<file path="src/bve_pkg.sv">
`timescale 1ns / 1ps
// ----------------------------------------------------------------------------
// bve_pkg: shared types and constants of the body velocity estimator
// Register indexes, reset values, field widths and the queue entry type.
// ----------------------------------------------------------------------------
package bve_pkg;

   localparam int AXES_DEFAULT        = 3;
   localparam int VALUE_WIDTH_DEFAULT = 24;
   localparam int POS_WIDTH           = 24;
   localparam int QUAT_WIDTH          = 16;
   localparam int CSR_INDEX_WIDTH     = 3;
   localparam int CSR_DATA_WIDTH      = 24;

   localparam logic [CSR_INDEX_WIDTH-1:0] REG_SETTLE_TICKS   = 3'd0;
   localparam logic [CSR_INDEX_WIDTH-1:0] REG_SAMPLE_RATE    = 3'd1;
   localparam logic [CSR_INDEX_WIDTH-1:0] REG_COEF_LAST_VEL  = 3'd2;
   localparam logic [CSR_INDEX_WIDTH-1:0] REG_COEF_PRIOR_VEL = 3'd3;
   localparam logic [CSR_INDEX_WIDTH-1:0] REG_COEF_POSITION  = 3'd4;

   localparam logic [15:0]        SETTLE_TICKS_RESET   = 16'd67;
   localparam logic [23:0]        SAMPLE_RATE_RESET    = 24'd4369067;
   localparam logic signed [17:0] COEF_LAST_VEL_RESET  = 18'sd21666;
   localparam logic signed [17:0] COEF_PRIOR_VEL_RESET = -18'sd1790;
   localparam logic signed [23:0] COEF_POSITION_RESET  = 24'sd2339635;

   typedef struct packed {
      logic signed [POS_WIDTH-1:0]  pos_x;
      logic signed [POS_WIDTH-1:0]  pos_y;
      logic signed [POS_WIDTH-1:0]  pos_z;
      logic signed [QUAT_WIDTH-1:0] quat_w;
      logic signed [QUAT_WIDTH-1:0] quat_x;
      logic signed [QUAT_WIDTH-1:0] quat_y;
      logic signed [QUAT_WIDTH-1:0] quat_z;
      logic                         filt;
   } job_type;

endpackage

</file>
<file path="src/bve_if.sv">


interface bve_csr_if;
   logic                                       valid;
   logic                                       ready;
   logic [bve_pkg::CSR_INDEX_WIDTH-1:0]        index;
   logic [bve_pkg::CSR_DATA_WIDTH-1:0]         data;
   modport source (output valid, index, data, input ready);
   modport sink (input valid, index, data, output ready);
endinterface

</file>
<file path="src/bve_csr.sv">
`timescale 1ns / 1ps
// ----------------------------------------------------------------------------
// bve_csr: configuration registers
// Holds the warm-up length, sample rate and filter weights.
// ----------------------------------------------------------------------------
module bve_csr (
   input  logic               clock,
   input  logic               reset,
   bve_csr_if.sink            csr,
   output logic [15:0]        settle_ticks,
   output logic [23:0]        sample_rate,
   output logic signed [17:0] coef_last_vel,
   output logic signed [17:0] coef_prior_vel,
   output logic signed [23:0] coef_position
);

   logic [15:0]        settle_ff;
   logic [23:0]        rate_ff;
   logic signed [17:0] clast_ff;
   logic signed [17:0] cprior_ff;
   logic signed [23:0] cpos_ff;

   assign csr.ready = 1'b1;

   always_ff @(posedge clock) begin
      if (reset) begin
         settle_ff <= bve_pkg::SETTLE_TICKS_RESET;
         rate_ff   <= bve_pkg::SAMPLE_RATE_RESET;
         clast_ff  <= bve_pkg::COEF_LAST_VEL_RESET;
         cprior_ff <= bve_pkg::COEF_PRIOR_VEL_RESET;
         cpos_ff   <= bve_pkg::COEF_POSITION_RESET;
      end else if (csr.valid) begin
         case (csr.index)
            bve_pkg::REG_SETTLE_TICKS:   settle_ff <= csr.data[15:0];
            bve_pkg::REG_SAMPLE_RATE:    rate_ff   <= csr.data;
            bve_pkg::REG_COEF_LAST_VEL:  clast_ff  <= csr.data[17:0];
            bve_pkg::REG_COEF_PRIOR_VEL: cprior_ff <= csr.data[17:0];
            bve_pkg::REG_COEF_POSITION:  cpos_ff   <= csr.data;
            default: ;
         endcase
      end
   end

   assign settle_ticks   = settle_ff;
   assign sample_rate    = rate_ff;
   assign coef_last_vel  = clast_ff;
   assign coef_prior_vel = cprior_ff;
   assign coef_position  = cpos_ff;

endmodule

</file>
<file path="src/flat_wrapper.sv">
// flat-port wrapper written by rule: the top's interface ports become plain ports
module bve_csr_flat 
  (clock, reset, settle_ticks, sample_rate, coef_last_vel, coef_prior_vel, coef_position, csr_valid, csr_index, csr_data, csr_ready);
  bve_csr_if csr_i ();
  input  logic clock;
  input  logic reset;
  output logic [15:0] settle_ticks;
  output logic [23:0] sample_rate;
  output logic signed [17:0] coef_last_vel;
  output logic signed [17:0] coef_prior_vel;
  output logic signed [23:0] coef_position;
  input wire logic [$bits(csr_i.valid)-1:0] csr_valid;
  input wire logic [$bits(csr_i.index)-1:0] csr_index;
  input wire logic [$bits(csr_i.data)-1:0] csr_data;
  output wire logic [$bits(csr_i.ready)-1:0] csr_ready;
  assign csr_i.valid = csr_valid;
  assign csr_i.index = csr_index;
  assign csr_i.data = csr_data;
  assign csr_ready = csr_i.ready;
  bve_csr u_core (.clock(clock), .reset(reset), .csr(csr_i), .settle_ticks(settle_ticks), .sample_rate(sample_rate), .coef_last_vel(coef_last_vel), .coef_prior_vel(coef_prior_vel), .coef_position(coef_position));
endmodule
</file>
<file path="config.mk">
export PLATFORM = sky130hd
export DESIGN_NAME = bve_csr_flat
export DESIGN_NICKNAME = d
export VERILOG_FILES = /design/src/bve_pkg.sv /design/src/bve_if.sv /design/src/bve_csr.sv /design/src/flat_wrapper.sv
export SDC_FILE = /design/constraint.sdc
export NUM_CORES = 1
export LEC_CHECK = 0
export BUFFER_PORTS_ARGS = -buffer_cell sky130_fd_sc_hd__buf_4
export CAP_MARGIN = 25
export CORE_MARGIN = 8
export CORE_UTILIZATION = 40
export DETAILED_ROUTE_END_ITERATION = 12
export PLACE_DENSITY_LB_ADDON = 0.3
export SKIP_CTS_REPAIR_TIMING = 1
export SYNTH_ARGS = -nofsm -noshare
export SYNTH_HDL_FRONTEND = slang
export SYNTH_SLANG_ARGS = --single-unit
export TNS_END_PERCENT = 10
</file>
<file path="constraint.sdc">
create_clock -name clock -period 4.31 [get_ports clock]
set_input_delay 1.0775 -clock clock [delete_from_list [all_inputs] [get_ports clock]]
set_output_delay 1.0775 -clock clock [all_outputs]
set_load 0.01 [all_outputs]
</file>
==> flow_summary.toml <==
[status]
run_status = "complete, no violations"

[setup_path]
type_of_the_worst_setup_path = "in -> reg"
crit_path_end_kind = "register"
worst_ep_arrival_time_ps = 2430
reg_to_reg_critical_path_startpoint = "u_core.coef_last_vel[12]"
worst_r2r_endpoint = "u_core.coef_last_vel[12]"
timing.critical_path.required_ps = 4580
critical_path_peak_fanout = 13
critPathLaunchType = "input port"
worstRegToRegCells = 2
ff2ff_setup_slack_ps = 3650

[layout]
final_nets = 526
drive_above_1_share_pct = 30.3
n_antenna_cell = 0
area_growth_pct = 30.5
postLayoutCoreUtil_pct = 53.8

[clocking]
tritoncts.num_buffers = 9
path_clk_slew_ps = 90
cts_tree = "done"
cts_root_buf = "sky130_fd_sc_hd__clkbuf_8"
cts.path.max_buffers = 2
clk_latency_ps = 340
h-tree-depth = 3
tritoncts_sinks = 100

[route]
drt-wirelength-per-cell_um = 16.0
via_per_inst = 4.67
antenna_left = 0
drc = 0
via_count = 2962
drt_pre_antenna_iters = 4
wirelength_um = 10200
drt_first_iter_violations = 153

[synthesis]
synth-main-ff-cell = "sky130_fd_sc_hd__dfxtp_1"
synth_top_cells_by_area = "sky130_fd_sc_hd__dfxtp_1 50%, sky130_fd_sc_hd__mux2i_1 25%, sky130_fd_sc_hd__nand2b_1 13%"
synth_top_cells_by_count = "100 x sky130_fd_sc_hd__dfxtp_1, 100 x sky130_fd_sc_hd__mux2i_1, 82 x sky130_fd_sc_hd__nand2b_1"
ys_ff_latch = 100
number_of_synthesized_flops_with_an_enable_pin = 0
post_synth_num_cell_types = 17
synth_warnings = 0
synthesized_netlist_cell_count = 384
synth-async-reset-ratio_pct = 0
post_syn_area_per_cell_um2 = 10.5
synthesis.area_mm2 = 0.00403
post-synth-top-area-cell = "sky130_fd_sc_hd__dfxtp_1"
ys_seq_area_share_pct = 49.7
synth_top_area_share_pct = 49.7
synth_nets = 414

[power]
power_density_mw_per_mm2 = 314
cell_internal_power_dissipation_w = 0.00124
power.static_leakage_nw = 2.46
swShare_pct = 25.0
post-layout-total-power_w = 0.00165
ir_drop_mv = 0.196
clockPowerShare_pct = 32.1
power.share.sequential_pct = 57.8
power_frac_comb_pct = 10.2
total_switching_power_w = 0.000414

[timing]
max_slew.worst_pin.slew_ps = 991
drv_slew = 0
whs_ps = 479
period_minus_slack_ps = 2160
timing_hold_violations_final = 0
worst_clock_skew_ps = 0
setup-violations-final = 0
max_slew_margin_pct = 33.9
max_clock_freq_ghz = 0.462
final.setup.tns_ps = 0
layout_worst_path_cycle_share_pct = 50.2
rsz_0062_raised_after_global_routing = "false"

[place]
dp_hpwl_um = 7280
gp_congestion = 0.757
placement.io_buffers = 129

[global_routing]
grt_overflow = 0
groute.layer.met1.usage_pct = 17.5
global_route.peak_usage_layer = "met2"
grt_max_degree = 143
combined_global_route_utilization_of_all_metal_layers_pct = 14.7
grt_pass1_wl_um = 15500
met2_usage_pct = 25.2
first_global_vias = 2923
grt_util_met3_pct = 3.67
number_of_antenna_violations_at_the_first_check_in_global_routing = 0

[floorplanning]
design.core.area_mm2 = 0.00977
fp.dieW_um = 116
io_pins = 131
initial_utilization_pct = 41.2
rows = 36
dieArea_mm2 = 0.0135
die-height_um = 116

[min_path]
worst_hold_path.num_cells = 2
min_from = "u_core.sample_rate[14]"
hold_path.class = "reg -> reg"
worstHoldEndpoint = "u_core.sample_rate[14]"

[flow_run]
cap_viol_max_count = 0
==> registers in the layout, indices dropped and copies added (netlist names) <==
register               cells
u_core.sample_rate        24
u_core.coef_position      24
u_core.coef_prior_vel     18
u_core.settle_ticks       16
u_core.coef_last_vel      18
==> final cells by class <==
| type | count | area, um^2 |
|---|---|---|
| Tap cell | 133 | 166 |
| Timing Repair Buffer | 132 | 1040 |
| Clock inverter | 6 | 40.0 |
| Multi-Input combinational cell | 253 | 1890 |
| Clock buffer | 10 | 128 |
| Fill cell | 905 | 4510 |
| Sequential cell | 100 | 2000 |
==> power by group through the flow <==
stage | clock network, W | logic, W | registers, W
floorplan | 0 | 0.0000851 | 0.000985
global placement | 0 | 0.000163 | 0.000977
detailed placement | 0 | 0.000167 | 0.000977
CTS | 0.000551 | 0.000168 | 0.000956
global route | 0.000589 | 0.000182 | 0.000958
finish | 0.000531 | 0.000168 | 0.000955
==> worst max-delay path by stage <==
stage / from / slack [ps] / end / cells after the start
global placement: csr_index[0] / 1630 / u_core.coef_position[14] / 3
floorplan: csr_index[0] / 2180 / u_core.settle_ticks[10] / 4
CTS: csr_index[2] / 2070 / u_core.sample_rate[4] / 3
finish: csr_index[2] / 2150 / u_core.coef_prior_vel[16] / 3
detailed placement: csr_index[2] / 1700 / u_core.sample_rate[15] / 3
global route: csr_index[2] / 2100 / u_core.coef_prior_vel[5] / 3
==> kinds of logic after synthesis <==
logic type	count (synthesis)	synth area share, %
buffers and inverters	31	4.00
flip-flops	100	49.7
multiplexers	100	24.8
other	1	0.0930
AND/OR/NAND/NOR	152	21.4
==> layout by cell type (no fill, tap or decap), types with 2 or more instances in the layout <==
master,netlist,routed
sky130_fd_sc_hd__mux2i_1,100,100
sky130_fd_sc_hd__nor2_1,60,60
sky130_fd_sc_hd__clkbuf_8,0,9
sky130_fd_sc_hd__dfxtp_1,100,100
sky130_fd_sc_hd__buf_4,3,129
sky130_fd_sc_hd__buf_16,0,2
sky130_fd_sc_hd__nand2b_1,82,82
sky130_fd_sc_hd__nand4bb_1,3,2
sky130_fd_sc_hd__clkinv_2,0,3
==> layer usage <==
layer  wire length (um)  up-vias  share of wire [%]
met5                  0        -                  0
met4                 79        0               0.78
met3                614        6                6.0
met2               5090       66                 50
met1               4390     1412                 43
li1                   -     1478                  -
==> worst max-delay path: stages <==
cell and delay (ps):
sky130_fd_sc_hd__buf_4 160, sky130_fd_sc_hd__and4b_1 920, sky130_fd_sc_hd__mux2i_1 270
==> metrics by stage <==
| step | cell area (um^2) | worst slack, ps | cells |
|---|---|---|---|
| CTS | 5220 | 2070 | 632 |
| global route | 5260 | 2100 | 634 |
| floorplan | 4030 | 2180 | 384 |
| global placement | 5020 | 1630 | 615 |
| finish | 5260 | 2150 | 634 |
| detailed placement | 5050 | 1700 | 616 |
No activity file was read; power rests on OpenSTA's default activity.
